## config.mk

```make
export PLATFORM = sky130hd
export DESIGN_NAME = pbt_sample_mem
export DESIGN_NICKNAME = d
export VERILOG_FILES = /design/src/rtl/pbt_pkg.sv /design/src/rtl/pbt_sample_mem.sv
export SDC_FILE = /design/constraint.sdc
export NUM_CORES = 2
export LEC_CHECK = 0
export ABC_AREA = 0
export BUFFER_PORTS_ARGS = -buffer_cell sky130_fd_sc_hd__clkbuf_2
export CELL_PAD_IN_SITES_DETAIL_PLACEMENT = 1
export CELL_PAD_IN_SITES_GLOBAL_PLACEMENT = 2
export CORE_UTILIZATION = 30
export DETAILED_ROUTE_END_ITERATION = 10
export HOLD_SLACK_MARGIN = 0.08
export PLACE_DENSITY = 0.57
export SLEW_MARGIN = 20
export SYNTH_ARGS = -nofsm -noshare
export SYNTH_HDL_FRONTEND = slang
export SYNTH_SLANG_ARGS = --single-unit
```

## constraint.sdc

```tcl
create_clock -name clk -period 7.55 [get_ports clk]
set_clock_uncertainty 0.05 [all_clocks]
set_input_delay 2.265 -clock clk [delete_from_list [all_inputs] [get_ports clk]]
set_output_delay 2.265 -clock clk [all_outputs]
set_load 0.02 [all_outputs]
```

## src/rtl/pbt_pkg.sv

```systemverilog
// ----------------------------------------------------------------------------
// pbt_pkg: shared types and constants of the perceptron batch trainer
// Widths of the fixed-point datapath, register codes, state encoding and the
// structs that pass between the controller, the multiply pipe and the memory.
// ----------------------------------------------------------------------------
package pbt_pkg;

	// sample store geometry
	localparam int MAX_SAMPLES = 64;
	localparam int ADDR_W      = (MAX_SAMPLES > 1) ? $clog2(MAX_SAMPLES) : 1;
	localparam int CNT_W       = $clog2(MAX_SAMPLES + 1);

	// number formats
	localparam int FRAC   = 12;
	localparam int X_W    = 16;
	localparam int W_W    = 32;
	localparam int LR_W   = 12;
	localparam int TOL_W  = 12;
	localparam int EP_W   = 16;
	localparam int PROD_W = W_W + X_W;
	localparam int DOT_W  = PROD_W + 1;
	localparam int LRX_W  = LR_W + 1 + X_W;
	localparam int RND_W  = LRX_W + 1;
	localparam int TERM_W = RND_W - FRAC;

	localparam logic signed [RND_W-1:0] RND_HALF = RND_W'(1) <<< (FRAC - 1);

	// configuration port
	localparam int CFG_IDX_W  = 2;
	localparam int CFG_DATA_W = 32;

	localparam logic [LR_W-1:0]         LR_RESET    = LR_W'(410);
	localparam logic signed [W_W-1:0]   THR_RESET   = '0;
	localparam logic [EP_W-1:0]         EPOCH_RESET = EP_W'(1000);
	localparam logic [TOL_W-1:0]        TOL_RESET   = TOL_W'(4);

	typedef enum logic [CFG_IDX_W-1:0] {
		CFG_LEARNING_RATE = 2'd0,
		CFG_THRESHOLD     = 2'd1,
		CFG_MAX_EPOCHS    = 2'd2,
		CFG_TOLERANCE     = 2'd3
	} cfg_idx_t;

	typedef enum logic [2:0] {
		ST_IDLE,
		ST_CLASSIFY,
		ST_EPOCH,
		ST_WALK,
		ST_DRAIN,
		ST_UPDATE,
		ST_CHECK,
		ST_REPORT
	} state_t;

	// one stored training sample
	typedef struct packed {
		logic signed [X_W-1:0] x0;
		logic signed [X_W-1:0] x1;
		logic                  tgt;
	} sample_t;

	// request into the multiply pipe
	typedef struct packed {
		logic valid;
		logic cls;
	} issue_t;

	// what leaves the multiply pipe
	typedef struct packed {
		logic                     valid;
		logic                     cls;
		logic                     pred;
		logic                     mis;
		logic                     pending;
		logic signed [TERM_W-1:0] term0;
		logic signed [TERM_W-1:0] term1;
	} pipe_res_t;

	// result request from the controller to the output register
	typedef struct packed {
		logic            valid;
		logic            train;
		logic            pred;
		logic            status;
		logic [EP_W-1:0] epochs;
	} report_t;

endpackage

```

## src/rtl/pbt_sample_mem.sv

```systemverilog
// ----------------------------------------------------------------------------
// pbt_sample_mem: training sample store
// One write port, one read port, read data registered.
// ----------------------------------------------------------------------------
module pbt_sample_mem import pbt_pkg::*; (
	input  logic              clk,
	input  logic              we,
	input  logic [ADDR_W-1:0] waddr,
	input  sample_t           wdata,
	input  logic [ADDR_W-1:0] raddr,
	output sample_t           rdata
);

	sample_t mem_q [MAX_SAMPLES];
	sample_t rd_q;

	// write port
	always_ff @(posedge clk) begin
		if (we) begin
			mem_q[waddr] <= wdata;
		end
	end

	// registered read port
	always_ff @(posedge clk) begin
		rd_q <= mem_q[raddr];
	end

	assign rdata = rd_q;

endmodule

```

After elaboration in Yosys (flattened, before gate mapping)
Memory sizes are Yosys's and may differ from the RTL's. A register that Yosys moved wholly into a read port is not among the register bits.
Index checks and enable logic that the tools add are counted.
Storage, ports and cells
  bits of input ports: 47
  memory bits (writable): 2112
  memories kept: 1
  flip-flop bits (word level): 0
  output and inout bits: 33
Cells by class
  muxes and demuxes: 2
Memory list
  mem_q: words 64, width 33, rd ports 1, clocked after Yosys merged registers in 1, wr ports 1, RTL line pbt_sample_mem.sv:14  | sample_t mem_q [MAX_SAMPLES];
Operator list (count)
  1-bit 2-to-1 mux: 2

Longest topological paths before layout
  depth after elaboration: 2
  gate-level depth with buffers: 10

Worst setup path after synthesis
No wires, ideal clock.
  path type: input-to-reg
  start: in waddr[3]
  end: mem mem_q[48][0] in the netlist's numbering, enable pin
  setup time: 0.464 ns
  path slack: 2.005 ns
  arrival time: 5.031 ns
  data required time: 7.036 ns
  stages: 4
  cells stage by stage: clkbuf_1 nor2b_1 nand4b_1 nor3_1
RTL lines
  start: declaration: RTL line pbt_sample_mem.sv:8  | input logic [ADDR_W-1:0] waddr,
  end: declaration: RTL line pbt_sample_mem.sv:14
No word-level cell before the write port.

==> flow_summary.yaml <==
place:
  gp_congestion: 0.743
  place_ws_ns: 1.85
  dp_cells: 7183
  place_area_sq_um: 86700
  port_buffers: 79
  hpwl_mm: 132
power:
  p_leak_nw: 28.7
  switching_power_w: 0.00550
  p_per_area_nw_per_um2: 268
  seqPwrFrac: 0.528
  p_int_w: 0.0196
  swShare: 0.219
  vdd_drop_max_v: 0.000221
  p_comb_frac: 0.048
  clockPowerShare: 0.424
synthesis:
  synth_seq_cells: 2145
  synth.area.top_cells: "edfxtp_1, mux4_2, mux2i_1"
  netlist.area_leader.share: 0.781
  syn_nets: 3645
  syn_area_per_cell_sq_um: 22.6
  synth_edf_count: 2112
  ys_async_sr_fraction: 0
  synth_area_leader_cell: "edfxtp_1"
  syn_area_sq_um: 81200
  yosys-top-cells-count: "edfxtp_1, mux4_2, nand2_1"
  ys_warn_count: 0
  ys_seq_area_frac: 0.789
  netlist_instances: 3598
  yosysUniqueCellTypes: 46
  yosys_most_used_dff: "edfxtp_1"
  yosysMostFrequentCell: "edfxtp_1"
critical_path:
  path_max_fanout: 55
  path_buf_inv: 3
  cp-start-kind: "input pin"
  worstPathRequired_ns: 8.27
  reg2reg_depth: 5
  path_common_cell: "buf_4"
  crit_chain: "buf_8 -> buf_4 -> nor2b_4 -> buf_4 -> a22oi_1 -> nand4_1 -> and3_1"
  critPathSlowestCell: "buf_4"
  worstReg2RegStart: "mem_q[8][5]"
  end_kind: "register"
  cp_top_family: "buffers and inverters"
  cpPeakStageDelay_ns: 0.84
  ff2ff_setup_slack_ns: 5.36
  r2r_end: "rdata[5]"
  crit_type: "in -> reg"
  cp_data_arrival_time_ns: 5.51
floorplan:
  die_x_microns: 522
  start_util: 0.302
  fp.dieH_microns: 522
  pin_count: 80
  die_area_sq_um: 273000
  fp-row-count: 190
  coreArea_sq_um: 269000
clock_tree:
  clk_latency_ns: 0.85
  post_cts_buffers: 0
  path_clk_slew_ns: 0.06
  ctsResizeCount: 0
  clock-sinks: 2145
  clockBufferDepth: 3
  cts_tree: "done"
  htreeDepth: 4
  cts_hold_buf: 0
  cts_buffers: 218
  root_buffer: "clkbuf_16"
drt:
  dr_total_vias: 39100
  drt_iter0_markers: 4025
  wl_per_cell_microns: 30.8
  remaining_drc_errors: 0
  dr.pass1.iters: 5
  wl_mm: 234
  drt-vias-per-instance: 5.14
  ant_nets: 0
layout:
  utilization: 0.349
  areaGrowthSynthToFinish_pct: 15.5
  fin_cells: 7600
  fin_nets: 3899
  final_area_sq_um: 93700
  drive_above_1_share: 0.278
sta:
  setup_violations: 0
  maxSlewViolCount: 0
  fmax_mhz: 208
  slew_headroom: 0.251
  period_needed_ns: 4.80
  hold_violations: 0
  worst_pin_slew_ns: 1.11
  timing.final.crit_share: 0.635
  rsz0062_at_grt: "no"
  tns_ns: 0
  layout_setup_ws_ns: 2.75
grt:
  grtUsageMet2: 0.275
  grt_pass1_vias: 41900
  grt_util_met3: 0.0303
  top_usage_layer: "met2"
  antenna_found_initial: 11
  grt.met1_usage: 0.239
  grt_usage: 0.171
  overflow: 0
  grt_pass1_wl_mm: 328
  grt_max_degree: 109
worst_hold_path:
  hold_class: "reg -> reg"
  worst_hold_path.num_cells: 5
  hp-start: "mem_q[28][10]"
  hold_end: "rdata[10]"
job:
  drv_cap: 0
outcome:
  status: "finished, final reports clean"
==> sequential cells by signal, indices dropped and copies added (netlist names) <==
name and flops:
mem_q 2112, rdata 33
==> kinds of logic (layout without fill, tap and decap cells) <==
| group | Yosys count | count (layout) | synth area share |
|---|---|---|---|
| other cells | 0 | 6 | 0 |
| compound gates | 281 | 281 | 0.0261 |
| mux | 587 | 587 | 0.147 |
| simple gates | 378 | 378 | 0.0227 |
| buf+inv | 207 | 651 | 0.0147 |
| flops | 2145 | 2145 | 0.789 |
==> routing by layer <==
layer  up-vias  share of wire
li1      15900              -
met4         2          0.024
met3       282          0.052
met2      1043           0.47
met5         -       0.000051
met1     21900           0.45
==> power groups by stage <==
stage | Sequential, W | Clock, W | Combinational (W)
2_1_floorplan | 0.0135 | 0 | 0.000634
3_3_place_gp | 0.0135 | 0 | 0.00122
3_5_place_dp | 0.0135 | 0 | 0.00124
4_1_cts | 0.0133 | 0.0109 | 0.00124
5_1_grt | 0.0133 | 0.0113 | 0.00129
6_report | 0.0133 | 0.0106 | 0.00121
==> through the flow <==
| step | total power [W] | hold WS [ns] |
|---|---|---|
| after floorplan | 0.0141 | 0.627 |
| after global placement | 0.0147 | 0.775 |
| after detailed placement | 0.0148 | 0.784 |
| after CTS | 0.0254 | 0.799 |
| after global routing | 0.0259 | 0.832 |
| final | 0.0251 | 0.788 |
==> worst register-to-register path: stages, from the launching register on <==
cell and delay, ns:
edfxtp_1 0.39, mux4_2 0.46, mux2i_1 0.30, a211o_1 0.28, o21ai_0 0.39, o221a_1 0.24
==> cell usage in the layout, fill, tap and decap left out, types with 13 or more instances in the layout <==
cell and n:
bufinv_16 16, nor2_4 66, a211oi_1 19, nand2_1 101
nand3_1 86, dfxtp_1 33, edfxtp_1 2112, mux4_2 485
clkbuf_1 53, buf_4 149, o21ai_0 13, clkinv_2 49
o221ai_1 46, nand4_1 41, a21oi_1 17, clkbuf_16 223
a22oi_1 77, mux2i_1 96, nor2b_1 20, clkbuf_2 72
o22ai_1 59, clkinv_1 50, and3_1 19
==> area by class of cell <==
| type | count | area (sq um) |
|---|---|---|
| Sequential cell | 2145 | 64100 |
| Fill cell | 26000 | 175000 |
| Timing Repair Buffer | 238 | 1780 |
| Inverter | 3 | 11.3 |
| Antenna cell | 6 | 15.0 |
| Clock inverter | 130 | 1140 |
| Tap cell | 3552 | 4440 |
| Clock buffer | 280 | 5830 |
| Multi-Input combinational cell | 1246 | 16400 |
==> worst max-delay path by stage <==
stage	depth (start not counted)	startpoint	to	slack, ns
4_1_cts	7	raddr[2]	rdata[12]	2.75
3_3_place_gp	7	raddr[1]	rdata[2]	1.85
5_1_grt	7	raddr[2]	rdata[12]	2.71
2_1_floorplan	4	waddr[3]	mem_q[48][0]	2.00
3_5_place_dp	7	raddr[2]	rdata[12]	1.85
6_report	7	raddr[2]	rdata[12]	2.75
No activity file was read; power rests on OpenSTA's default activity.
