<file path="config.mk">
export PLATFORM = sky130hd
export DESIGN_NAME = pbt_mac_pipe
export DESIGN_NICKNAME = d
export VERILOG_FILES = /design/src/rtl/pbt_pkg.sv /design/src/rtl/pbt_mac_pipe.sv
export SDC_FILE = /design/constraint.sdc
export NUM_CORES = 2
export LEC_CHECK = 0
export BUFFER_PORTS_ARGS = -buffer_cell sky130_fd_sc_hd__buf_2
export CAP_MARGIN = 20
export CORE_MARGIN = 1.5
export CORE_UTILIZATION = 65
export CTS_BUF_LIST = sky130_fd_sc_hd__clkbuf_8 sky130_fd_sc_hd__clkbuf_16
export DETAILED_ROUTE_END_ITERATION = 6
export PLACE_DENSITY = 0.86
export SETUP_SLACK_MARGIN = 0.15
export SYNTH_ARGS = -nofsm -noshare
export SYNTH_HDL_FRONTEND = slang
export SYNTH_SLANG_ARGS = --single-unit
</file>
<file path="constraint.sdc">
create_clock -name clk -period 17.3 [get_ports clk]
set_input_delay 3.46 -clock clk [delete_from_list [all_inputs] [get_ports clk]]
set_output_delay 3.46 -clock clk [all_outputs]
set_load 0.05 [all_outputs]
</file>
<file path="src/rtl/pbt_pkg.sv">
// ----------------------------------------------------------------------------
// pbt_pkg: shared types and constants of the perceptron batch trainer
// Widths of the fixed-point datapath, register codes, state encoding and the
// structs that pass between the controller, the multiply pipe and the memory.
// ----------------------------------------------------------------------------
package pbt_pkg;

	// sample store geometry
	localparam int MAX_SAMPLES = 64;
	localparam int ADDR_W      = (MAX_SAMPLES > 1) ? $clog2(MAX_SAMPLES) : 1;
	localparam int CNT_W       = $clog2(MAX_SAMPLES + 1);

	// number formats
	localparam int FRAC   = 12;
	localparam int X_W    = 16;
	localparam int W_W    = 32;
	localparam int LR_W   = 12;
	localparam int TOL_W  = 12;
	localparam int EP_W   = 16;
	localparam int PROD_W = W_W + X_W;
	localparam int DOT_W  = PROD_W + 1;
	localparam int LRX_W  = LR_W + 1 + X_W;
	localparam int RND_W  = LRX_W + 1;
	localparam int TERM_W = RND_W - FRAC;

	localparam logic signed [RND_W-1:0] RND_HALF = RND_W'(1) <<< (FRAC - 1);

	// configuration port
	localparam int CFG_IDX_W  = 2;
	localparam int CFG_DATA_W = 32;

	localparam logic [LR_W-1:0]         LR_RESET    = LR_W'(410);
	localparam logic signed [W_W-1:0]   THR_RESET   = '0;
	localparam logic [EP_W-1:0]         EPOCH_RESET = EP_W'(1000);
	localparam logic [TOL_W-1:0]        TOL_RESET   = TOL_W'(4);

	typedef enum logic [CFG_IDX_W-1:0] {
		CFG_LEARNING_RATE = 2'd0,
		CFG_THRESHOLD     = 2'd1,
		CFG_MAX_EPOCHS    = 2'd2,
		CFG_TOLERANCE     = 2'd3
	} cfg_idx_t;

	typedef enum logic [2:0] {
		ST_IDLE,
		ST_CLASSIFY,
		ST_EPOCH,
		ST_WALK,
		ST_DRAIN,
		ST_UPDATE,
		ST_CHECK,
		ST_REPORT
	} state_t;

	// one stored training sample
	typedef struct packed {
		logic signed [X_W-1:0] x0;
		logic signed [X_W-1:0] x1;
		logic                  tgt;
	} sample_t;

	// request into the multiply pipe
	typedef struct packed {
		logic valid;
		logic cls;
	} issue_t;

	// what leaves the multiply pipe
	typedef struct packed {
		logic                     valid;
		logic                     cls;
		logic                     pred;
		logic                     mis;
		logic                     pending;
		logic signed [TERM_W-1:0] term0;
		logic signed [TERM_W-1:0] term1;
	} pipe_res_t;

	// result request from the controller to the output register
	typedef struct packed {
		logic            valid;
		logic            train;
		logic            pred;
		logic            status;
		logic [EP_W-1:0] epochs;
	} report_t;

endpackage

</file>
<file path="src/rtl/pbt_mac_pipe.sv">
// ----------------------------------------------------------------------------
// pbt_mac_pipe: three-stage dot product and weight-change pipe
// Stage 1 holds the operand (memory read or classify point), stage 2 the
// products, stage 3 the class decision and the rounded change terms.
// ----------------------------------------------------------------------------
module pbt_mac_pipe import pbt_pkg::*; (
	input  logic                  clk,
	input  logic                  arst_n,
	input  issue_t                issue,
	input  logic signed [X_W-1:0] pt_x0,
	input  logic signed [X_W-1:0] pt_x1,
	input  sample_t               mem_rdata,
	input  logic signed [W_W-1:0] w0,
	input  logic signed [W_W-1:0] w1,
	input  logic [LR_W-1:0]       lr,
	input  logic signed [W_W-1:0] thr,
	output pipe_res_t             res
);

	logic                     v_s1, cls_s1;
	logic signed [X_W-1:0]    px0_s1, px1_s1;
	logic signed [X_W-1:0]    x0, x1;

	logic                     v_s2, cls_s2, tgt_s2;
	logic signed [PROD_W-1:0] prod0_s2, prod1_s2;
	logic signed [LRX_W-1:0]  lrx0_s2, lrx1_s2;

	logic                     v_s3, cls_s3, pred_s3, mis_s3;
	logic signed [TERM_W-1:0] term0_s3, term1_s3;

	logic signed [LR_W:0]     lr_s;
	logic signed [DOT_W-1:0]  dot, thr_dot;
	logic signed [RND_W-1:0]  pos0, neg0, pos1, neg1;
	logic                     pred;

	// stage 1 control
	always_ff @(posedge clk or negedge arst_n) begin
		if (!arst_n) begin
			v_s1   <= 1'b0;
			cls_s1 <= 1'b0;
		end else begin
			v_s1   <= issue.valid;
			cls_s1 <= issue.cls;
		end
	end

	// hold the classify point
	always_ff @(posedge clk) begin
		if (issue.valid && issue.cls) begin
			px0_s1 <= pt_x0;
			px1_s1 <= pt_x1;
		end
	end

	assign x0   = cls_s1 ? px0_s1 : mem_rdata.x0;
	assign x1   = cls_s1 ? px1_s1 : mem_rdata.x1;
	assign lr_s = signed'({1'b0, lr});

	// stage 2: products
	always_ff @(posedge clk or negedge arst_n) begin
		if (!arst_n) begin
			v_s2   <= 1'b0;
			cls_s2 <= 1'b0;
		end else begin
			v_s2   <= v_s1;
			cls_s2 <= cls_s1;
		end
	end

	always_ff @(posedge clk) begin
		prod0_s2 <= PROD_W'(w0) * PROD_W'(x0);
		prod1_s2 <= PROD_W'(w1) * PROD_W'(x1);
		lrx0_s2  <= LRX_W'(lr_s) * LRX_W'(x0);
		lrx1_s2  <= LRX_W'(lr_s) * LRX_W'(x1);
		tgt_s2   <= mem_rdata.tgt;
	end

	// stage 3: decide class and round the change terms both ways
	assign dot     = DOT_W'(prod0_s2) + DOT_W'(prod1_s2);
	assign thr_dot = {{(DOT_W - W_W - FRAC){thr[W_W-1]}}, thr, {FRAC{1'b0}}};
	assign pred    = (dot >= thr_dot);

	assign pos0 = RND_W'(lrx0_s2) + RND_HALF;
	assign neg0 = RND_HALF - RND_W'(lrx0_s2);
	assign pos1 = RND_W'(lrx1_s2) + RND_HALF;
	assign neg1 = RND_HALF - RND_W'(lrx1_s2);

	always_ff @(posedge clk or negedge arst_n) begin
		if (!arst_n) begin
			v_s3   <= 1'b0;
			cls_s3 <= 1'b0;
		end else begin
			v_s3   <= v_s2;
			cls_s3 <= cls_s2;
		end
	end

	always_ff @(posedge clk) begin
		pred_s3  <= pred;
		mis_s3   <= (pred != tgt_s2);
		term0_s3 <= tgt_s2 ? pos0[RND_W-1:FRAC] : neg0[RND_W-1:FRAC];
		term1_s3 <= tgt_s2 ? pos1[RND_W-1:FRAC] : neg1[RND_W-1:FRAC];
	end

	always_comb begin
		res.valid   = v_s3;
		res.cls     = cls_s3;
		res.pred    = pred_s3;
		res.mis     = mis_s3;
		res.pending = v_s1 | v_s2 | v_s3;
		res.term0   = term0_s3;
		res.term1   = term1_s3;
	end

endmodule

</file>
* Word level (Yosys, flattened, before mapping)
Index checks and enable logic that the tools add are counted.
** Word-level totals
- Register bits after elaboration :: 231
- Bits in read-only memories :: 0
- Input bits :: 177
- Output and inout port bits :: 41
- Bits in latches :: 0
- Memories :: 0
- Memory bits (writable) :: 0
** Cells by class
- Add/subtract/negate cells :: 5
- Reductions and logical operators :: 1
- Shift-type cells :: 0
- $lt $le $gt $ge :: 1
- Multiplexer cells :: 4
- Equality and inequality tests :: 1
- Bitwise gates (word level) :: 2
- Divide/modulo/power cells :: 0
- $mul :: 4
** Operators by type and width (number)
- $mul A32 B16 Y48 :: 2
- $add A29 B13 Y30 const B :: 2
- $sub A13 B29 Y30 const A :: 2
- $mul A13 B16 Y29 :: 2
- $add A48 B48 Y49 :: 1
- $ge A49 B44 Y1 :: 1
- $mux W18 :: 2
- $mux W16 :: 2
- $or A1 B1 Y1 :: 2
- $logic_and A1 B1 Y1 :: 1
- $ne A1 B1 Y1 :: 1

* Longest topological paths before layout
- Depth in word-level cells :: 3
- Mapped depth :: 29

* Worst setup path after synthesis
OpenSTA, ideal clock, no wires.
- Kind :: input-to-reg
- From :: input mem_rdata[5] (netlist name)
- To :: register prod1_s2[46]
- Setup slack :: 7720 ps
- Path buffers :: 1
- Arrival :: 9453 ps
- Stages :: 24
- Path through :: mux2_2 -> clkbuf_1 -> and2_1 -> fa_1 -> inv_1 -> fa_1 -> fa_1 -> inv_1 -> fa_1 -> fa_1 -> inv_1 -> fa_1 -> inv_1 -> ha_1 -> a2111oi_0 -> o21ai_1 -> a32oi_1 -> o41ai_2 -> a22o_1 -> a31oi_1 -> a31oi_1 -> a211oi_2 -> a22oi_1 -> xor2_1
** Between the ends
- Cells in the longest elaborated chain, start to end :: 2
** RTL lines
- start, declared :: line pbt_mac_pipe.sv:12 : input sample_t mem_rdata,
- $mux W16 :: line pbt_mac_pipe.sv:56 : assign x1 = cls_s1 ? px1_s1 : mem_rdata.x1;
- $mul A32 B16 Y48 :: line pbt_mac_pipe.sv:72 : prod1_s2 <= PROD_W'(w1) * PROD_W'(x1);
- end signal, assigned :: line pbt_mac_pipe.sv:72
- end, declared :: line pbt_mac_pipe.sv:25 : logic signed [PROD_W-1:0] prod0_s2, prod1_s2;
Every way passes these cells.
A chain may end at the register's enable or synchronous reset.

* Worst setup path after layout
- From :: input mem_rdata[8] (netlist name)
- To :: register prod1_s2[46]
Same word-level chain as after synthesis.

==> results.md <==
* Outcome: complete, but fails checks
* Failing checks: design-rule violations
* Slew Viols, Final at 0
* Root buf cell: clkbuf_16
* Cell mode on critical path: fa_1
* GR peak layer: met2
* Syn Inst Count at 6594
* Final min period at 10.32 ns
* Core Util, Final at 68.8%
* Vias in the first global route at 49300
* FMAX at 96.9 MHz
* Clock skew at 0.0274 ns
* RSZ-0062 raised after global routing: false
* Fin. Hold Viols at 0
* CTS Buf Count at 28
* H-Tree Level Count at 1
* Distinct cell type count after synthesis at 84
* Initial antenna violation count at 2
* Seq/Total Area, Yosys at 8.36%
* #FFs+latches synth at 231
* Critical Path Max Stage Delay at 0.88 ns
* Mean post-synth cell area at 9.03 sq um
* CTS tree: built
* M3 GR Usage at 4.79%
* Slew headroom at 24.0%
* Clock Latency Late Sink at 0.60 ns
* Clock sinks at 231
* Total Routing Usage GR at 31.8%
* Commonest non-fill, non-tap cell in the layout: inv_1
* GRT overflow at 0
* Initial cell density of the core at 65.8%
* Worst setup path class: in2reg
* Met1 Use GR at 38.7%
* Worst-path cell with the longest stage delay: mux2_2
* Deepest clock path buffer count at 3
* DRT Pass-1 Iters at 7
* Mapped cell area at 59500 sq um
* Die area at 93400 sq um
* Number of flops mapped to enable cells by yosys at 32
* CP Cell Sequence: buf_2 -> mux2_2 -> nand2_1 -> fa_1 -> inv_1 -> fa_1 -> inv_1 -> fa_1 -> inv_1 -> fa_1 -> fa_1 -> inv_1 -> fa_1 -> inv_1 -> ha_1 -> nand4_1 -> o41ai_2 -> a22o_1 -> a31oi_1 -> a31oi_1 -> a211oi_2 -> a22oi_1 -> xor2_1
* Worst path arrival time at 10.84 ns
* Met2 global-route usage at 56.1%
* Type of the most critical hold path: reg2reg
* Remaining antenna violation count at 0
* Wire per inst at 18.2 um
* Crit. End Element: flop
* CP required at 17.82 ns
* Total wire length at 142 mm
* Postcts setup bufs at 0
* Vias after detailed routing at 44400
* Rows at 110
* Syn Nets at 8553
* Setup tns final at 0 ns
* Design area at 62200 sq um
* CP Launch Type: input pin
* Yosys warns at 0
* Final setup vio count at 0
* CTS Hold Bufs at 0
* Synthesis-to-finish area growth at 4.54%
* Core area at 90400 sq um
* Worst slew pin tran at 1.14 ns
* Die Y at 306 um
* Max-cap violations at 0
* Number of remaining DRC errors at 1
* Final net count at 8556
* Resize count post-CTS at 0
* Top_reg_cell synth: dfxtp_1
* CTS clk-pin slew, worst paths at 0.06 ns
* Worst path top cell family by delay: adder cells
* Dpl hpwl at 115 mm
* Die X at 306 um
* Routed vias/inst at 5.70
* Period utilisation layout at 59.7%
* Buffers & Inverters on Critical Path at 6
* Dpl cell area at 61200 sq um
* Most frequent cells in the layout: 1572 x inv_1, 1329 x fa_1, 844 x nand2_1
* Largest net degree at the start of global routing at 56
* Port bufs at 217
* Initial drt markers at 3310
* Share of layout cells above drive strength 1 at 5.15%
* Placer Congestion at 0.933
* CP Max Fanout at 44
* Share of flip-flops with an asynchronous set or reset at 2.60%
* Global-route wire length before repair at 239 mm
* I/O Pins at 218
-- Yosys cell counts (3+ instances only) --
cell type | n | share of area, %
a2111o_1 | 3 | 0.057
a2111oi_0 | 5 | 0.074
a211o_1 | 4 | 0.059
a211oi_1 | 21 | 0.26
a21boi_1 | 4 | 0.050
a21o_1 | 80 | 1.0
a21oi_1 | 171 | 1.4
a22oi_1 | 3 | 0.038
a311oi_1 | 7 | 0.10
a31oi_1 | 20 | 0.21
and2_1 | 530 | 5.6
and3_1 | 23 | 0.24
and4_1 | 9 | 0.13
buf_1 | 5 | 0.032
buf_4 | 4 | 0.050
clkbuf_1 | 250 | 1.6
dfrtp_1 | 6 | 0.25
dfxtp_1 | 193 | 6.5
edfxtp_1 | 32 | 1.6
fa_1 | 1329 | 45
ha_1 | 453 | 9.5
inv_1 | 1572 | 9.9
mux2_2 | 32 | 0.61
mux2i_1 | 9 | 0.15
nand2_1 | 844 | 5.3
nand2b_1 | 40 | 0.42
nand3_1 | 48 | 0.40
nand4_1 | 27 | 0.28
nor2_1 | 194 | 1.2
nor2b_1 | 113 | 1.2
nor3_1 | 44 | 0.37
nor4_1 | 19 | 0.20
o2111ai_1 | 4 | 0.059
o211ai_1 | 17 | 0.21
o21a_1 | 29 | 0.37
o21ai_0 | 100 | 0.84
o21ai_1 | 24 | 0.20
o21bai_1 | 23 | 0.29
o22ai_1 | 8 | 0.084
o31ai_1 | 11 | 0.14
or3_1 | 5 | 0.053
or4_1 | 6 | 0.076
xnor2_1 | 157 | 2.3
xor2_1 | 63 | 0.93
-- kinds of logic (layout without fill, tap and decap cells) --
family,after synthesis,after routing,synth area share [%]
AO/OA/AOI/OAI,573,573,6.18
XOR/XNOR,220,220,3.24
adder cells (fa/ha/maj),1782,1782,54.2
buffers and inverters,1834,1859,11.6
flip-flops,231,231,8.36
multiplexers,41,41,0.757
other,0,2,0
AND/OR/NAND/NOR,1913,1913,15.6
-- per-stage QoR --
step / hold WS, ns / instances / setup WS (ns)
finish: 0.368 / 7797 / 6.98
global route: 0.368 / 7795 / 6.68
CTS: 0.361 / 7795 / 7.11
detailed placement: 0.343 / 7743 / 6.56
global placement: 0.333 / 7743 / 6.69
floorplan: 0.331 / 6594 / 7.72
-- worst paths after layout --
check / from / end / slack, ns / depth (start not counted)
worst max-delay path: mem_rdata[8] / prod1_s2[46] / 6.98 / 23
max in group asynchronous: arst_n / cls_s1 / 14.45 / 1
worst max register to register: cls_s1 / prod1_s2[46] / 8.68 / 22
worst min register to register: cls_s2 / cls_s3 / 0.37 / 0
min in group asynchronous: arst_n / cls_s2 / 2.68 / 1
worst min-delay path: cls_s2 / cls_s3 / 0.37 / 0
-- sequential cells by signal, summed over array words and instances, names as in the netlist --
signal / count
lrx0_s2: 29
pred_s3: 1
v_s3: 1
cls_s3: 1
v_s2: 1
tgt_s2: 1
v_s1: 1
cls_s1: 1
px0_s1: 16
cls_s2: 1
term1_s3: 18
lrx1_s2: 29
prod1_s2: 48
prod0_s2: 48
px1_s1: 16
mis_s3: 1
term0_s3: 18
-- layout make-up --
type,count,area (sq um)
clock buffers,31,753
inverters,1574,5910
fillers,6641,28200
repair buffers,233,1210
flip-flops and latches,231,4980
well taps,1176,1470
multi-input cells,4529,47700
diodes,2,5.00
clock inverters,21,229
-- per-layer routing --
metal | routed length (um) | vias to the layer above
met5 | 0 | -
li1 | - | 19600
met1 | 52800 | 22400
met3 | 11100 | 464
met2 | 71700 | 1934
met4 | 6310 | 0
Power is not shown: default switching activity piles up to over one toggle a cycle in this logic, so the estimate is an artifact.
