<file path="src/rtl/pbt_pkg.sv">
// ----------------------------------------------------------------------------
// pbt_pkg: shared types and constants of the perceptron batch trainer
// Widths of the fixed-point datapath, register codes, state encoding and the
// structs that pass between the controller, the multiply pipe and the memory.
// ----------------------------------------------------------------------------
package pbt_pkg;

	// sample store geometry
	localparam int MAX_SAMPLES = 64;
	localparam int ADDR_W      = (MAX_SAMPLES > 1) ? $clog2(MAX_SAMPLES) : 1;
	localparam int CNT_W       = $clog2(MAX_SAMPLES + 1);

	// number formats
	localparam int FRAC   = 12;
	localparam int X_W    = 16;
	localparam int W_W    = 32;
	localparam int LR_W   = 12;
	localparam int TOL_W  = 12;
	localparam int EP_W   = 16;
	localparam int PROD_W = W_W + X_W;
	localparam int DOT_W  = PROD_W + 1;
	localparam int LRX_W  = LR_W + 1 + X_W;
	localparam int RND_W  = LRX_W + 1;
	localparam int TERM_W = RND_W - FRAC;

	localparam logic signed [RND_W-1:0] RND_HALF = RND_W'(1) <<< (FRAC - 1);

	// configuration port
	localparam int CFG_IDX_W  = 2;
	localparam int CFG_DATA_W = 32;

	localparam logic [LR_W-1:0]         LR_RESET    = LR_W'(410);
	localparam logic signed [W_W-1:0]   THR_RESET   = '0;
	localparam logic [EP_W-1:0]         EPOCH_RESET = EP_W'(1000);
	localparam logic [TOL_W-1:0]        TOL_RESET   = TOL_W'(4);

	typedef enum logic [CFG_IDX_W-1:0] {
		CFG_LEARNING_RATE = 2'd0,
		CFG_THRESHOLD     = 2'd1,
		CFG_MAX_EPOCHS    = 2'd2,
		CFG_TOLERANCE     = 2'd3
	} cfg_idx_t;

	typedef enum logic [2:0] {
		ST_IDLE,
		ST_CLASSIFY,
		ST_EPOCH,
		ST_WALK,
		ST_DRAIN,
		ST_UPDATE,
		ST_CHECK,
		ST_REPORT
	} state_t;

	// one stored training sample
	typedef struct packed {
		logic signed [X_W-1:0] x0;
		logic signed [X_W-1:0] x1;
		logic                  tgt;
	} sample_t;

	// request into the multiply pipe
	typedef struct packed {
		logic valid;
		logic cls;
	} issue_t;

	// what leaves the multiply pipe
	typedef struct packed {
		logic                     valid;
		logic                     cls;
		logic                     pred;
		logic                     mis;
		logic                     pending;
		logic signed [TERM_W-1:0] term0;
		logic signed [TERM_W-1:0] term1;
	} pipe_res_t;

	// result request from the controller to the output register
	typedef struct packed {
		logic            valid;
		logic            train;
		logic            pred;
		logic            status;
		logic [EP_W-1:0] epochs;
	} report_t;

endpackage

</file>
<file path="src/rtl/pbt_train_ctrl.sv">
// ----------------------------------------------------------------------------
// pbt_train_ctrl: request handling and training sequencer
// Owns the sample count, the weights, the change sums and the epoch loop;
// walks the sample store one entry per cycle through the multiply pipe.
// ----------------------------------------------------------------------------
module pbt_train_ctrl import pbt_pkg::*; (
	input  logic                  clk,
	input  logic                  arst_n,
	input  logic                  start,
	input  logic                  op,
	input  logic                  last_sample,
	input  logic [EP_W-1:0]       max_epochs,
	input  logic [TOL_W-1:0]      tol,
	input  pipe_res_t             res,
	output logic                  busy,
	output issue_t                issue,
	output logic                  mem_we,
	output logic [ADDR_W-1:0]     mem_waddr,
	output logic [ADDR_W-1:0]     mem_raddr,
	output logic signed [W_W-1:0] w0,
	output logic signed [W_W-1:0] w1,
	output report_t               report
);

	state_t                state_q, state_d;
	logic [CNT_W-1:0]      count_q, rd_idx_q, rd_next;
	logic [EP_W-1:0]       epoch_q;
	logic                  status_q;
	logic signed [W_W-1:0] w0_q, w1_q, pw0_q, pw1_q, cs0_q, cs1_q;

	logic                  accept, start_train, store_ok, rd_last, limit, settled;
	logic signed [W_W:0]   d0, d1, tol_s;

	function automatic logic signed [W_W-1:0] sat_w(input logic signed [W_W:0] v);
		if (v[W_W] != v[W_W-1]) begin
			return v[W_W] ? {1'b1, {(W_W-1){1'b0}}} : {1'b0, {(W_W-1){1'b1}}};
		end
		return v[W_W-1:0];
	endfunction

	assign accept      = start && (state_q == ST_IDLE);
	assign start_train = accept && !op && last_sample;
	assign store_ok    = count_q < CNT_W'(MAX_SAMPLES);
	assign rd_next     = rd_idx_q + CNT_W'(1);
	assign rd_last     = (rd_next == count_q);
	assign limit       = (epoch_q >= max_epochs);

	// settle test on the weight move of this epoch
	assign d0      = (W_W+1)'(w0_q) - (W_W+1)'(pw0_q);
	assign d1      = (W_W+1)'(w1_q) - (W_W+1)'(pw1_q);
	assign tol_s   = signed'((W_W+1)'(tol));
	assign settled = (d0 <= tol_s) && (d0 >= -tol_s) && (d1 <= tol_s) && (d1 >= -tol_s);

	// next state
	always_comb begin
		state_d = state_q;
		case (state_q)
			ST_IDLE: begin
				if (accept) begin
					if (op) begin
						state_d = ST_CLASSIFY;
					end else if (last_sample) begin
						state_d = ST_EPOCH;
					end
				end
			end
			ST_CLASSIFY: begin
				if (res.valid && res.cls) begin
					state_d = ST_IDLE;
				end
			end
			ST_EPOCH: begin
				if (limit) begin
					state_d = ST_REPORT;
				end else if (count_q == '0) begin
					state_d = ST_DRAIN;
				end else begin
					state_d = ST_WALK;
				end
			end
			ST_WALK: begin
				if (rd_last) begin
					state_d = ST_DRAIN;
				end
			end
			ST_DRAIN: begin
				if (!res.pending) begin
					state_d = ST_UPDATE;
				end
			end
			ST_UPDATE: state_d = ST_CHECK;
			ST_CHECK: begin
				state_d = settled ? ST_REPORT : ST_EPOCH;
			end
			ST_REPORT: state_d = ST_IDLE;
			default:   state_d = ST_IDLE;
		endcase
	end

	// outputs
	always_comb begin
		busy           = (state_q != ST_IDLE);
		issue.valid    = (state_q == ST_WALK) || (accept && op);
		issue.cls      = (state_q != ST_WALK);
		mem_we         = accept && !op && store_ok;
		mem_waddr      = count_q[ADDR_W-1:0];
		mem_raddr      = rd_idx_q[ADDR_W-1:0];
		report.valid   = (state_q == ST_REPORT) ||
		                 ((state_q == ST_CLASSIFY) && res.valid && res.cls);
		report.train   = (state_q == ST_REPORT);
		report.pred    = (state_q == ST_REPORT) ? 1'b0 : res.pred;
		report.status  = (state_q == ST_REPORT) ? status_q : 1'b0;
		report.epochs  = (state_q == ST_REPORT) ? epoch_q : '0;
	end

	// state, counters and status
	always_ff @(posedge clk or negedge arst_n) begin
		if (!arst_n) begin
			state_q  <= ST_IDLE;
			count_q  <= '0;
			rd_idx_q <= '0;
			epoch_q  <= '0;
			status_q <= 1'b0;
		end else begin
			state_q <= state_d;
			if (state_q == ST_REPORT) begin
				count_q <= '0;
			end else if (mem_we) begin
				count_q <= count_q + CNT_W'(1);
			end
			if (state_q == ST_EPOCH) begin
				rd_idx_q <= '0;
			end else if (state_q == ST_WALK) begin
				rd_idx_q <= rd_next;
			end
			if (start_train) begin
				epoch_q <= '0;
			end else if ((state_q == ST_CHECK) && !settled) begin
				epoch_q <= epoch_q + EP_W'(1);
			end
			if ((state_q == ST_EPOCH) && limit) begin
				status_q <= 1'b1;
			end else if ((state_q == ST_CHECK) && settled) begin
				status_q <= 1'b0;
			end
		end
	end

	// weights, previous weights and change sums
	always_ff @(posedge clk or negedge arst_n) begin
		if (!arst_n) begin
			w0_q  <= '0;
			w1_q  <= '0;
			pw0_q <= '0;
			pw1_q <= '0;
			cs0_q <= '0;
			cs1_q <= '0;
		end else begin
			if (start_train) begin
				w0_q  <= '0;
				w1_q  <= '0;
				pw0_q <= '0;
				pw1_q <= '0;
			end else if (state_q == ST_UPDATE) begin
				w0_q <= sat_w((W_W+1)'(w0_q) + (W_W+1)'(cs0_q));
				w1_q <= sat_w((W_W+1)'(w1_q) + (W_W+1)'(cs1_q));
			end else if ((state_q == ST_CHECK) && !settled) begin
				pw0_q <= w0_q;
				pw1_q <= w1_q;
			end
			if (state_q == ST_EPOCH) begin
				cs0_q <= '0;
				cs1_q <= '0;
			end else if (res.valid && !res.cls && res.mis) begin
				cs0_q <= sat_w((W_W+1)'(cs0_q) + (W_W+1)'(res.term0));
				cs1_q <= sat_w((W_W+1)'(cs1_q) + (W_W+1)'(res.term1));
			end
		end
	end

	assign w0 = w0_q;
	assign w1 = w1_q;

endmodule

</file>
<file path="config.mk">
export PLATFORM = sky130hd
export DESIGN_NAME = pbt_train_ctrl
export DESIGN_NICKNAME = d
export VERILOG_FILES = /design/src/rtl/pbt_pkg.sv /design/src/rtl/pbt_train_ctrl.sv
export SDC_FILE = /design/constraint.sdc
export NUM_CORES = 1
export LEC_CHECK = 0
export BUFFER_PORTS_ARGS = -buffer_cell sky130_fd_sc_hd__buf_2
export CAP_MARGIN = 20
export CELL_PAD_IN_SITES_DETAIL_PLACEMENT = 1
export CELL_PAD_IN_SITES_GLOBAL_PLACEMENT = 2
export CORE_MARGIN = 2
export CORE_UTILIZATION = 38
export CTS_CLUSTER_DIAMETER = 120
export DETAILED_ROUTE_END_ITERATION = 10
export PLACE_DENSITY_LB_ADDON = 0.2
export SETUP_SLACK_MARGIN = 0.5
export SYNTH_ARGS = -nofsm -noshare
export SYNTH_HDL_FRONTEND = slang
export SYNTH_SLANG_ARGS = --single-unit
</file>
<file path="constraint.sdc">
create_clock -name clk -period 6.34 [get_ports clk]
set_clock_uncertainty 0.15 [all_clocks]
set_input_delay 1.268 -clock clk [delete_from_list [all_inputs] [get_ports clk]]
set_output_delay 1.268 -clock clk [all_outputs]
set_load 0.02 [all_outputs]
</file>
Yosys cells after proc, flatten, opt, wreduce, memory -nomap -nowiden --
Cells that the tools add are included.
Storage, ports and cells: bits in registers 226, output and inout bits 100
Cells by class: $add $sub $neg 10, $lt $le $gt $ge 6, equality and inequality tests 19, mux-type cells 59, reduce and logical (&&, ||, !) cells 32
Operators by type and width (count):
- two-way mux 32 bit | 26
- adder 32 x 18 -> 33 bit | 2
- adder 32 x 32 -> 33 bit | 2
- >= comparator 33 bit | 2
- less-or-equal comparator 33 x 13 -> 1 bit | 2
- subtractor 32 x 32 -> 33 bit | 2
- two-way mux 16 bit | 3
- negation 12 -> 33 bit | 1
- two-way mux 7 bit | 4
- two-way mux 3 bit | 9
- case mux 3 bit (8 select lines) | 1
- adder 16 x 1 -> 16 bit (second input constant) | 1
- >= comparator 16 bit | 1
- logical AND 1 bit | 16
- two-way mux 1 bit | 16
- adder 7 x 1 -> 7 bit (second input constant) | 2
- == test 3 bit (second input constant) | 4
- nonzero test 2 bit | 6
- != test 2 bit (second input constant) | 5
- == test 7 bit | 1
- zero test 7 bit | 1
- < comparator 7 bit (second input constant) | 1
- == test 3 x 2 -> 1 bit (second input constant) | 2
- AND reduction 5 bit | 1
- other kinds (9) | 15

Logic depth before layout (Yosys ltp) --
word-level depth 10, mapped depth 28, mapped depth without buffers 25

Least setup slack after synthesis --
OpenSTA, ideal clock, no wires.
path type register to register, start reg w1_q[9], in the netlist w1[9], end reg epoch_q[3], library setup time 0.067 ns, arrival time 5.052 ns, data required time 6.123 ns, slack 1.071 ns, cell stages (with the launch flop) 24, buffers on the path 2, cell sequence dfrtp_1 > ha_1 > and2_1 > a221o_1 > a22o_1 > a211o_1 > a211oi_2 > o21ai_0 > a21oi_1 > o21ai_0 > xor2_1 > ha_1 > a211oi_1 > a21oi_1 > nor4b_1 > o211ai_1 > o211ai_1 > nor4_1 > and4b_1 > o21a_1 > buf_6 > buf_6 > or4_1 > nand2_1
Between the ends: cells in the longest elaborated chain, start to end 7
RTL lines:
- start, declared | line pbt_train_ctrl.sv:29 | logic signed [W_W-1:0] w0_q, w1_q, pw0_q, pw1_q, cs0_q, cs1_q;
- start signal, assigned | line pbt_train_ctrl.sv:166 | w1_q <= sat_w((W_W+1)'(w1_q) + (W_W+1)'(cs1_q));
- subtractor 32 x 32 -> 33 bit (*) | line pbt_train_ctrl.sv:50 | assign d1 = (W_W+1)'(w1_q) - (W_W+1)'(pw1_q);
- less-or-equal comparator 33 x 13 -> 1 bit | line pbt_train_ctrl.sv:52 | assign settled = (d0 <= tol_s) && (d0 >= -tol_s) && (d1 <= tol_s) && (d1 >= -tol_s);
- logical AND 1 bit | line pbt_train_ctrl.sv:52
- logical AND 1 bit (*) | line pbt_train_ctrl.sv:52
- zero test 1 bit (*) | line pbt_train_ctrl.sv:138 | end else if ((state_q == ST_CHECK) && !settled) begin
- logical AND 1 bit (*) | line pbt_train_ctrl.sv:138
- nonzero test 2 bit (no source line) (*)
- end signal, assigned | line pbt_train_ctrl.sv:139 | epoch_q <= epoch_q + EP_W'(1);
- end, declared | line pbt_train_ctrl.sv:27 | logic [EP_W-1:0] epoch_q;
Every way passes the cells marked *; elsewhere a longest branch is shown, timed or not. A chain may end at the register's enable or synchronous reset.

Final worst setup path --
start reg w1_q[9], in the netlist w1[9], end reg epoch_q[12]
The elaborated chain is that of the path after synthesis.

==> metrics.md <==
| Metric | Value |
|---|---|
| Routability-driven placement congestion ratio | 0.925 |
| Final Cycle Share | 89.1% |
| Mapped Cells | 2694 |
| Syn Nets | 3076 |
| Drt wl/cell | 21.2 um |
| Sequential area share after synthesis | 25.2% |
| Row cnt | 88 |
| Min-delay src | pw0_q[22] |
| Number of synthesized flops with an enable pin | 0 |
| Final ANT Viol Nets | 0 |
| Final Max Tran Viols | 0 |
| Post-synthesis register bit count | 226 |
| Skew-Pair Late Insertion Delay | 570 ps |
| Setup TNS | 0 ps |
| Area grow syn2layout | 15.0% |
| Tmin final | 5650 ps |
| Grt ovf | 0 |
| Starting density of the core | 38.6% |
| I/O pin cnt | 174 |
| Total track usage | 24.9% |
| Vias in the first global route | 21766 |
| DR pass1 iterations | 5 |
| CTS sink cnt | 226 |
| CTS max path bufs | 3 |
| Post-synth top area cell | dfrtp_1 |
| Critical path arrival | 6000 ps |
| Core Box Area | 58000 sq um |
| Maxcap violations | 0 |
| Worst-path clk slew | 60 ps |
| Die Area | 60900 sq um |
| # setup viols final | 0 |
| Syn_area_per_cell | 8.31 sq um |
| Max FO, Critical Path | 27 |
| Avg Vias per Cell | 5.79 |
| Status | finished clean |
| CTS tree | yes |
| Required time of the critical path | 6690 ps |
| Unrepaired setup endpoints after global routing | no |
| Antenna diodes | 0 |
| Actual slew at the worst max-slew pin | 1070 ps |
| Die X | 247 um |
| Total routed wirelength | 77300 um |
| Die Span Y | 247 um |
| Largest net degree at the start of global routing | 115 |
| Yosys warning total | 0 |
| DRT iter0 DRCs | 949 |
| Fillers | 6925 |
| Slew headroom | 29.0% |
| Critical path launch point | w1[9] |
| Post-synth ARST share | 100% |
| Antenna violations before repair | 1 |
| Mapped Area | 22400 sq um |
| Final Net Count | 3242 |
| CTS Root Buffer Type | clkbuf_16 |
| FMAX | 0.177 GHz |
| Library cells used by synthesis | 84 |
| Number of buffers created by CTS | 28 |
| Synth top area share | 25.2% |
| CP Launch Type | register |
| H-tree depth | 1 |
| Synth top area cells | dfrtp_1 (25%), ha_1 (17%), a21oi_1 (5.0%) |
| Hold Crit Class | register to register |
| Top_reg_cell synth | dfrtp_1 |
| DPL Wire Length | 61500 um |
| Layout cells sized above 1 | 13.5% |
| CP endpoint kind | register |
| Kind of critical path | register to register |
| Via count | 21128 |
| First-pass GRT wire length | 121000 um |
| Final Hold Vio Count | 0 |
| DRC Markers | 0 |
| Worst r2r src | w1[9] |
| PortBufs | 173 |
synthesized netlist by cell type, types with 5 or more instances:
| cell type | instances |
|---|---|
| nand4_1 | 37 |
| mux2i_1 | 71 |
| nor4_1 | 12 |
| a21boi_0 | 7 |
| and2_1 | 33 |
| a211o_1 | 11 |
| o21bai_1 | 22 |
| a31oi_1 | 26 |
| or4_1 | 18 |
| nand2_1 | 263 |
| a311o_1 | 6 |
| or2_2 | 13 |
| a21oi_1 | 226 |
| xor2_1 | 64 |
| and3_1 | 26 |
| o221ai_1 | 5 |
| and4_1 | 7 |
| buf_6 | 8 |
| nand3_1 | 67 |
| inv_1 | 160 |
| dfrtp_1 | 226 |
| o21ai_1 | 10 |
| nor3_1 | 46 |
| nor2_1 | 194 |
| o211ai_1 | 37 |
| xnor2_1 | 116 |
| o21a_1 | 36 |
| a21o_1 | 91 |
| o31ai_1 | 20 |
| o21ai_0 | 151 |
| fa_1 | 6 |
| clkbuf_1 | 76 |
| ha_1 | 302 |
| nand2b_1 | 29 |
| o31a_1 | 5 |
| a211oi_1 | 31 |
| o22ai_1 | 8 |
| a311oi_1 | 9 |
| a41oi_1 | 5 |
| buf_4 | 12 |
| a221o_1 | 68 |
| nand3b_1 | 5 |
| nor2b_1 | 28 |
| or3_1 | 22 |
layer usage:
layer / GRT usage, % / share of wire [%] / vias up
met5: 0 / 0.014 / -
met3: 2.92 / 3.9 / 75
met2: 39.2 / 43 / 345
li1: - / - / 10248
met4: 5.01 / 1.7 / 2
met1: 36.7 / 51 / 10458
layout make-up:
class                   instances  area [sq um]  area share, %
repair buffers                240          1470           5.72
multi-input cells            2203         16100           62.3
flip-flops and latches        226          5670           22.0
clock inverters                12           166          0.646
inverters                     161           604           2.35
clock buffers                  39           833           3.24
well taps                     765           957           3.72
repair_timing:
| item | 4_1_cts | 5_1_grt |
|---|---|---|
| gates cloned | 0 | 1 |
| setup buffers | 2 | 16 |
| endpoints found under the setup margin | 79 | 83 |
| gates resized for setup | 11 | 79 |
| hold buffers | 0 | 0 |
| pin swaps | 2 | 20 |
worst max-delay path, stage by stage, from the launching register on:
cell	delay, ps
dfrtp_2	430
ha_4	280
and2_1	210
a221o_1	380
a22o_1	260
a211o_4	360
a211oi_4	290
buf_4	150
buf_4	110
xnor2_1	170
ha_1	310
o21a_1	190
o21ai_0	140
a21oi_1	60
o311ai_1	290
o211ai_1	190
o211ai_1	150
nor4_1	70
and4b_2	270
o21a_2	260
buf_8	170
or4_1	520
a21oi_1	160
kinds of logic (layout without fill, tap and decap cells):
family                   count (synthesis)  after routing  synth area share [%]
AO/OA/AOI/OAI                          823            823                  24.5
AND/OR/NAND/NOR                        818            818                  17.5
adder cells (fa/ha/maj)                311            311                  17.5
buffers and inverters                  265            452                  4.94
flip-flops                             226            226                  25.2
XOR/XNOR                               180            180                  7.04
multiplexers                            71             71                  3.17
placed cells by master (no fill, tap or decap), drive strengths merged, types with 6 or more instances in the layout:
cell,n
a211o,11
a211oi,32
a21boi,8
a21o,91
a21oi,226
a221o,68
a311o,6
a311oi,9
a31oi,26
and2,34
and3,26
and4,7
buf,239
clkbuf,40
clkinv,7
dfrtp,226
fa,6
ha,302
inv,161
mux2i,71
nand2,263
nand2b,29
nand3,67
nand4,37
nor2,195
nor2b,28
nor3,46
nor4,12
o211ai,37
o21a,36
o21ai,161
o21bai,22
o22ai,8
o31ai,21
or2,13
or3,22
or4,18
xnor2,116
xor2,64
registers in the layout (all words and copies together) (netlist names):
register  count
pw1_q        32
rd_idx_q      7
status_q      1
w1           32
epoch_q      16
w0           32
cs1_q        32
count_q       7
cs0_q        32
state_q       3
pw0_q        32
path summary, 6_finish.rpt:
check                      cells after the start  slack (ps)           to
setup reg to reg                              22         690  epoch_q[12]
max in group asynchronous                      2        4180        w1[7]
setup / recovery                              22         690  epoch_q[12]
hold reg to reg                                2         370    pw0_q[22]
hold / removal                                 2         370    pw0_q[22]
min in group asynchronous                      1         520       w0[24]
through the flow:
step / hold WS, ps / std cells / util (%) / setup slack (ps) / cell area (sq um)
after global placement: 337 / 3574 / 41.7 / 372 / 24200
after global routing: 400 / 3646 / 44.4 / 450 / 25800
after floorplan: 319 / 2694 / - / 1070 / 22400
final: 372 / 3646 / 44.4 / 690 / 25800
after CTS: 375 / 3628 / 43.5 / 490 / 25300
after detailed placement: 366 / 3575 / 41.7 / 254 / 24200
Power is not shown: default switching activity piles up to over one toggle a cycle in this logic, so the estimate is an artifact.
